==> src/rtl/bre_pkg.sv <==
// ----------------------------------------------------------------------------
// bre_pkg
// Types and constants shared by the BMP RLE8 line encoder.
// ----------------------------------------------------------------------------
package bre_pkg;

    localparam int unsigned RUN_CAP = 255;
    localparam int unsigned MIN_ENCODED_RUN = 3;

    typedef enum logic [3:0] {
        ST_IDLE,
        ST_DECIDE,
        ST_CLOSE,
        ST_LIT_ADD,
        ST_FL_HEAD,
        ST_FL_BODY,
        ST_FL_PAD,
        ST_RUN_PAIR,
        ST_NEXT_RUN,
        ST_ROW_MARK,
        ST_EMIT
    } state_t;

endpackage

==> src/rtl/bmp_rle8_line_encoder_top.sv <==
// ----------------------------------------------------------------------------
// bmp_rle8_line_encoder_top
// BMP RLE8 encoder for a stream of 8-bit palette pixels.
// ----------------------------------------------------------------------------
// One pixel is taken at a time; s_ready is high only while the encoder is idle.
// A pixel that only extends the open run causes no result. A pixel that closes
// a run starts the close: it writes bytes into the literal memory (up to
// three) or, after a literal flush, a count/value pair. A flush writes a
// two-byte header, the stored bytes and a pad byte if the count is odd (a
// flush of one or two bytes writes each byte as a pair with a count of one).
// Row end adds a second close, a flush and an end-of-line marker (and an
// end-of-bitmap marker with image end). Encoded bytes are packed up to eight
// to a transfer; the core waits only when a ninth byte, or a pixel's last
// word, meets a full output register that is not being taken. The literal
// memory has one write and one read port with a registered read.
module bmp_rle8_line_encoder_top import bre_pkg::*; #(
    parameter int unsigned LITERAL_DEPTH = 254
) (
    input  logic        aclk,
    input  logic        aresetn,
    input  logic        s_valid,
    output logic        s_ready,
    input  logic [7:0]  s_pixel,
    input  logic        s_row_end,
    input  logic        s_image_end,
    output logic        m_valid,
    input  logic        m_ready,
    output logic [63:0] m_out_bytes,
    output logic [3:0]  m_out_count,
    output logic        m_out_last
);

    localparam int unsigned AW = $clog2(LITERAL_DEPTH);

    logic [7:0] lit_mem [LITERAL_DEPTH];
    logic [7:0] rd_data_reg;

    state_t state_reg, state_next;
    state_t ret_reg, ret_next;          // state after a flush
    logic tail_reg, tail_next;          // close at row end
    logic [7:0] px_reg, px_next;
    logic row_reg, row_next, img_reg, img_next;
    logic [7:0] lit_cnt_reg, lit_cnt_next;
    logic [7:0] run_val_reg, run_val_next;
    logic [7:0] run_cnt_reg, run_cnt_next;
    logic [7:0] k_reg, k_next;          // flush index
    logic [1:0] hsub_reg, hsub_next;    // byte index within a group

    logic [63:0] acc_reg, acc_next;
    logic [3:0]  acc_n_reg, acc_n_next;

    logic        mv_reg;
    logic [63:0] mb_reg;
    logic [3:0]  mc_reg;
    logic        ml_reg;

    logic       push;
    logic [7:0] push_byte;
    logic       emit_now;
    logic       emit_last;
    logic       wr_en;
    logic [AW-1:0] wr_addr, rd_addr;
    logic [7:0] wr_data;
    logic       out_free;
    logic       can_push;
    logic       small_flush;
    logic       run_ext;

    assign out_free = !mv_reg || m_ready;
    assign can_push = (acc_n_reg != 4'd8) || out_free;
    assign s_ready  = (state_reg == ST_IDLE);
    assign small_flush = (lit_cnt_reg <= 8'd2);
    assign run_ext = (run_cnt_reg != 8'd0) && (px_reg == run_val_reg)
                     && (run_cnt_reg != 8'(RUN_CAP));
    assign wr_addr = lit_cnt_reg[AW-1:0];
    assign wr_data = run_val_reg;
    assign rd_addr = k_next[AW-1:0];

    always_ff @(posedge aclk) begin
        if (wr_en) begin
            lit_mem[wr_addr] <= wr_data;
        end
        rd_data_reg <= lit_mem[rd_addr];
    end

    // next state
    always_comb begin
        state_next = state_reg;
        ret_next   = ret_reg;
        tail_next  = tail_reg;
        px_next = px_reg; row_next = row_reg; img_next = img_reg;
        lit_cnt_next = lit_cnt_reg;
        run_val_next = run_val_reg;
        run_cnt_next = run_cnt_reg;
        k_next = k_reg;
        hsub_next = hsub_reg;
        unique case (state_reg)
            ST_IDLE: begin
                if (s_valid) begin
                    px_next = s_pixel; row_next = s_row_end; img_next = s_image_end;
                    state_next = ST_DECIDE;
                end
            end
            ST_DECIDE: begin
                if (run_ext) begin
                    run_cnt_next = run_cnt_reg + 8'd1;
                    tail_next = 1'b1;
                    state_next = row_reg ? ST_CLOSE : ST_IDLE;
                end else begin
                    tail_next = 1'b0;
                    state_next = ST_CLOSE;
                end
            end
            ST_CLOSE: begin
                hsub_next = 2'd0;
                if (run_cnt_reg == 8'd0) begin
                    state_next = ST_NEXT_RUN;
                end else if (run_cnt_reg > 8'(MIN_ENCODED_RUN)) begin
                    ret_next = ST_RUN_PAIR;
                    state_next = (lit_cnt_reg != 8'd0) ? ST_FL_HEAD : ST_RUN_PAIR;
                end else begin
                    state_next = ST_LIT_ADD;
                end
            end
            ST_LIT_ADD: begin
                lit_cnt_next = lit_cnt_reg + 8'd1;
                run_cnt_next = run_cnt_reg - 8'd1;
                if (lit_cnt_reg == 8'(LITERAL_DEPTH - 1)) begin
                    ret_next = (run_cnt_reg == 8'd1) ? ST_NEXT_RUN : ST_LIT_ADD;
                    hsub_next = 2'd0;
                    state_next = ST_FL_HEAD;
                end else if (run_cnt_reg == 8'd1) begin
                    state_next = ST_NEXT_RUN;
                end
            end
            ST_FL_HEAD: begin
                k_next = 8'd0;
                if (small_flush) begin
                    hsub_next = 2'd0;
                    state_next = ST_FL_BODY;
                end else if (can_push) begin
                    if (hsub_reg == 2'd1) begin
                        hsub_next = 2'd0;
                        state_next = ST_FL_BODY;
                    end else begin
                        hsub_next = 2'd1;
                    end
                end
            end
            ST_FL_BODY: begin
                if (can_push) begin
                    if (small_flush && !hsub_reg[0]) begin
                        hsub_next = 2'd1;
                    end else begin
                        hsub_next = 2'd0;
                        k_next = k_reg + 8'd1;
                        if (k_reg + 8'd1 == lit_cnt_reg) begin
                            if (!small_flush && lit_cnt_reg[0]) begin
                                state_next = ST_FL_PAD;
                            end else begin
                                lit_cnt_next = 8'd0;
                                state_next = ret_reg;
                            end
                        end
                    end
                end
            end
            ST_FL_PAD: begin
                if (can_push) begin
                    lit_cnt_next = 8'd0;
                    hsub_next = 2'd0;
                    state_next = ret_reg;
                end
            end
            ST_RUN_PAIR: begin
                if (can_push) begin
                    if (hsub_reg == 2'd1) begin
                        hsub_next = 2'd0;
                        run_cnt_next = 8'd0;
                        state_next = ST_NEXT_RUN;
                    end else begin
                        hsub_next = 2'd1;
                    end
                end
            end
            ST_NEXT_RUN: begin
                hsub_next = 2'd0;
                if (!tail_reg) begin
                    run_val_next = px_reg;
                    run_cnt_next = 8'd1;
                    tail_next = 1'b1;
                    state_next = row_reg ? ST_CLOSE : ST_EMIT;
                end else begin
                    ret_next = ST_ROW_MARK;
                    state_next = (lit_cnt_reg != 8'd0) ? ST_FL_HEAD : ST_ROW_MARK;
                end
            end
            ST_ROW_MARK: begin
                if (can_push) begin
                    hsub_next = hsub_reg + 2'd1;
                    if (hsub_reg == (img_reg ? 2'd3 : 2'd1)) begin
                        hsub_next = 2'd0;
                        state_next = ST_EMIT;
                    end
                end
            end
            ST_EMIT: begin
                if (out_free || acc_n_reg == 4'd0) begin
                    state_next = ST_IDLE;
                end
            end
            default: state_next = ST_IDLE;
        endcase
    end

    // byte production
    always_comb begin
        push = 1'b0;
        push_byte = 8'd0;
        wr_en = 1'b0;
        emit_last = 1'b0;
        unique case (state_reg)
            ST_LIT_ADD: wr_en = 1'b1;
            ST_FL_HEAD: begin
                if (!small_flush) begin
                    push = can_push;
                    push_byte = (hsub_reg == 2'd0) ? 8'd0 : lit_cnt_reg;
                end
            end
            ST_FL_BODY: begin
                push = can_push;
                push_byte = (small_flush && !hsub_reg[0]) ? 8'd1 : rd_data_reg;
            end
            ST_FL_PAD: push = can_push;
            ST_RUN_PAIR: begin
                push = can_push;
                push_byte = (hsub_reg == 2'd0) ? run_cnt_reg : run_val_reg;
            end
            ST_ROW_MARK: begin
                push = can_push;
                push_byte = (hsub_reg == 2'd3) ? 8'd1 : 8'd0;
            end
            ST_EMIT: emit_last = 1'b1;
            default: ;
        endcase
        emit_now = (push && acc_n_reg == 4'd8)
                   || (state_reg == ST_EMIT && acc_n_reg != 4'd0 && out_free);
    end

    // packing; a full word leaves when the next byte arrives or when the pixel's work ends
    always_comb begin
        acc_next = acc_reg;
        acc_n_next = acc_n_reg;
        if (emit_now) begin
            acc_next = 64'd0;
            acc_n_next = 4'd0;
        end
        if (push) begin
            acc_next[{acc_n_next[2:0], 3'b000} +: 8] = push_byte;
            acc_n_next = acc_n_next + 4'd1;
        end
    end

    always_ff @(posedge aclk) begin
        if (!aresetn) begin
            state_reg <= ST_IDLE;
            ret_reg <= ST_IDLE;
            tail_reg <= 1'b0;
            lit_cnt_reg <= 8'd0;
            run_val_reg <= 8'd0;
            run_cnt_reg <= 8'd0;
            acc_reg <= 64'd0;
            acc_n_reg <= 4'd0;
            mv_reg <= 1'b0;
            k_reg <= 8'd0;
            hsub_reg <= 2'd0;
        end else begin
            state_reg <= state_next;
            ret_reg <= ret_next;
            tail_reg <= tail_next;
            lit_cnt_reg <= lit_cnt_next;
            run_val_reg <= run_val_next;
            run_cnt_reg <= run_cnt_next;
            acc_reg <= acc_next;
            acc_n_reg <= acc_n_next;
            k_reg <= k_next;
            hsub_reg <= hsub_next;
            if (emit_now) mv_reg <= 1'b1;
            else if (m_ready) mv_reg <= 1'b0;
        end
        px_reg <= px_next;
        row_reg <= row_next;
        img_reg <= img_next;
        if (emit_now) begin
            mb_reg <= acc_reg;
            mc_reg <= acc_n_reg;
            ml_reg <= emit_last;
        end
    end

    assign m_valid = mv_reg;
    assign m_out_bytes = mb_reg;
    assign m_out_count = mc_reg;
    assign m_out_last = ml_reg;

endmodule

==> config.mk <==
export PLATFORM = sky130hd
export DESIGN_NAME = bmp_rle8_line_encoder_top
export DESIGN_NICKNAME = d
export VERILOG_FILES = /design/src/rtl/bre_pkg.sv /design/src/rtl/bmp_rle8_line_encoder_top.sv
export SDC_FILE = /design/constraint.sdc
export NUM_CORES = 2
export LEC_CHECK = 0
export ABC_AREA = 1
export BUFFER_PORTS_ARGS = -buffer_cell sky130_fd_sc_hd__buf_2
export CAP_MARGIN = 40
export CORE_MARGIN = 2
export CORE_UTILIZATION = 40
export DETAILED_ROUTE_END_ITERATION = 7
export SKIP_LAST_GASP = 1
export SYNTH_ARGS = -nofsm -noshare
export SYNTH_HDL_FRONTEND = slang
export SYNTH_SLANG_ARGS = --single-unit
export TNS_END_PERCENT = 50
==> constraint.sdc <==
create_clock -name aclk -period 5.2 [get_ports aclk]
set_input_delay 0.52 -clock aclk [delete_from_list [all_inputs] [get_ports aclk]]
set_output_delay 0.52 -clock aclk [all_outputs]
set_load 0.02 [all_outputs]
==> qor.yml <==
sta:
  worst_clock_skew_ns: 0.04297
  fmax_mhz: 217.6
  finalWorstSetupSlack_ns: 0.6049
  setup_tns_ns: 0
  setup-violations-final: 0
  rsz0062_at_grt: "false"
  holdWs_ns: 0.2302
  slew_viol_final: 0
  hold_viol: 0
  slew_headroom: 0.3487
  worst_pin_slew_ns: 0.9769
  period_needed_ns: 4.595
  period_share: 0.8837
clock_tree:
  cts_root_buf: "clkbuf_16"
  numCtsBuffers: 219
  cts_max_path_buffers: 3
  cts_tree: "done"
  worstSkewPairLatency_ns: 0.89
  htree_levels: 4
  clkSinkCount: 2231
  cts.clk_slew.worst_paths_ns: 0.07
layout:
  drive_gt1_frac: 0.07294
  nNetsFinal: 8818
  final_cell_mix: "2870 x nand2_1, 2111 x edfxtp_1, 1516 x nand3_1, 522 x inv_1, 394 x nor2_1"
  largest_reg_flops: 2032
  ff_latch_area_um2: 65820
  multi_input_area_um2: 24990
  final_util: 0.4494
  syn_to_final_growth_pct: 11.96
  final_common_cell: "nand2_1"
  layout.cells.non_filler: 12139
  fillers: 21838
  fin_area_um2: 106700
status:
  status: "complete, no violations"
logic_synthesis:
  synth_edf_count: 2111
  async_flop_share: 0
  ys_seq_area_frac: 0.6904
  syn_nets: 8867
  synth_flop_cell: "edfxtp_1"
  synthesis.area_um2: 95300
  yosys_warnings: 0
  ys_top_cells_by_area: "edfxtp_1 67%, nand2_1 11%, nand3_1 8.0%"
  synth-seq-cells: 2231
  synth_top_cell_by_area: "edfxtp_1"
  avgSynthCellArea_um2: 10.78
  syn_inst: 8839
  yosysUniqueCellTypes: 47
  yosys.area.top_type_share: 0.6652
floorplanning:
  fp.dieH_um: 492.1
  initial_core_util: 0.4014
  fp.dieW_um: 492.1
  row_count: 179
  fp.coreArea_um2: 237400
  io_pins: 85
  die-area_um2: 242200
pwr:
  p_sw_frac: 0.2536
  power_frac_seq: 0.515
  intPower_mw: 30.55
  p_per_area_nw_per_um2: 383.6
  p_sw_mw: 10.38
  p_leak_nw: 39.49
  pwr-share-comb: 0.100
  ir_worst_vdd_mv: 0.2978
  power_mw: 40.93
  clockPowerShare: 0.384
worst_setup_path:
  critPathMaxFanout: 60
  cp_top_family: "simple AND/OR/NAND/NOR gates"
  cp_num_cells: 23
  criticalPathCategory: "flop to flop"
  reg2reg_depth: 23
  worst-path-buf-inv: 5
  cp-start-kind: "flop"
  cp_cell_sequence: "inv_1, ha_1, inv_1, nand2_1, nand2_1, nor2_4, nand2_2, nand3_2, nand2_8, nand2_8, inv_8, buf_12, buf_4, nand2_1, nand2_1, nand2_1, nand3_1, nand3_1, nand3_1, nand3_1, nand3_1, nand3_1, nand2_1"
  cpMaxStageDelayCell: "inv_8"
  crit_path_end_kind: "flop"
  arrival_ns: 5.39
  crit_path_max_incr_delay_ns: 0.47
  critPathRequiredTime_ns: 6.00
global_routing:
  antenna_found_initial: 11
  grt.overflow.total: 0
  grt_max_degree: 157
  grt_pass1_wl_um: 405900
  grt.total_usage: 0.2199
  first_global_vias: 61692
drt:
  drc: 0
  viasPerCell: 5.396
  drt_iter0_drc: 7647
  wl_per_cell_um: 22.41
  vias: 65501
  dr.pass1.iters: 6
  drt-total-wl_um: 272000
  ant_nets: 0
place:
  dp.cells: 11725
  hpwl_um: 160200
  dpl-instance-area_um2: 99560
  place_ws_ns: 0.6391
  gp_congestion: 0.9105
  io_buffers: 84
worst_hold_path:
  hold_path_class: "primary input to flop"
  hold-path-cell-count: 3
job:
  max_cap_violations: 0
[cells by family (layout without fill, tap and decap cells)]
group	after synthesis	in the layout	synth area share
AO/OA/AOI/OAI	308	308	0.01909
XOR/XNOR	16	16	0.001470
AND/OR/NAND/NOR	5176	5176	0.2385
flip-flops	2231	2231	0.6904
buffers and inverters	1094	1221	0.04870
adder cells (fa/ha/maj)	14	14	0.001838
other	0	6	0
[per-layer routing]
metal,GRT usage,vias up,wire length [um]
met5,0,-,0
met4,0.06398,0,7553
met3,0.03641,440,22530
met2,0.3439,2921,124400
met1,0.3156,31997,117600
li1,-,30143,-
[power by group through the flow]
stage / clock (mW) / combinational (mW) / sequential, mW
floorplan: 0 / 1.81 / 21.9
global placement: 0 / 3.80 / 21.6
detailed placement: 0 / 4.05 / 21.5
CTS: 15.9 / 4.07 / 21.1
global route: 16.6 / 4.43 / 21.1
finish: 15.7 / 4.11 / 21.1
[cell type report]
cell class | instances | area share
Antenna cell | 6 | 0.0001407
Clock buffer | 277 | 0.05547
Clock inverter | 120 | 0.01027
Inverter | 541 | 0.01927
Multi-Input combinational cell | 5514 | 0.2342
Sequential cell | 2231 | 0.6169
Tap cell | 3167 | 0.03714
Timing Repair Buffer | 283 | 0.02658
[final timing paths]
check | from | endpoint | slack, ns
max | lit_cnt_reg[0]$_SDFFE_PN0P_ | rd_data_reg[3]$_DFF_P_ | 0.60
min | aresetn | run_cnt_reg[7]$_SDFFE_PN0P_ | 0.23
min reg2reg | acc_reg[3]$_SDFF_PN0_ | m_out_bytes[3]$_DFFE_PP_ | 0.43
max reg2reg | lit_cnt_reg[0]$_SDFFE_PN0P_ | rd_data_reg[3]$_DFF_P_ | 0.60
[cells in the mapped netlist, types with 8 or more instances]
| cell type | n |
|---|---|
| dfxtp_1 | 120 |
| buf_1 | 33 |
| o21ai_0 | 82 |
| buf_2 | 283 |
| a21oi_1 | 111 |
| o211ai_1 | 67 |
| a211oi_1 | 9 |
| inv_1 | 523 |
| nand4_1 | 8 |
| xor2_1 | 12 |
| nand3_1 | 1516 |
| nand3b_1 | 321 |
| nor2_1 | 394 |
| nor3_1 | 19 |
| o21ai_1 | 8 |
| ha_1 | 14 |
| edfxtp_1 | 2111 |
| inv_2 | 12 |
| nand2_1 | 2888 |
| clkbuf_1 | 195 |
| buf_4 | 36 |
[repair_timing]
action                                  in CTS  in global routing
setup buffers                                0                  0
endpoints found under the setup margin       0                  0
hold buffers                                10                  0
resized for setup                            0                  0
hold endpoints to repair                    10                  0
[tightest hold or removal path, cell delays in order]
cell and delay (ns):
buf_2 0.35, nand2_1 0.16, a21oi_1 0.03
Note: power is estimated with default switching activity, not from simulation.
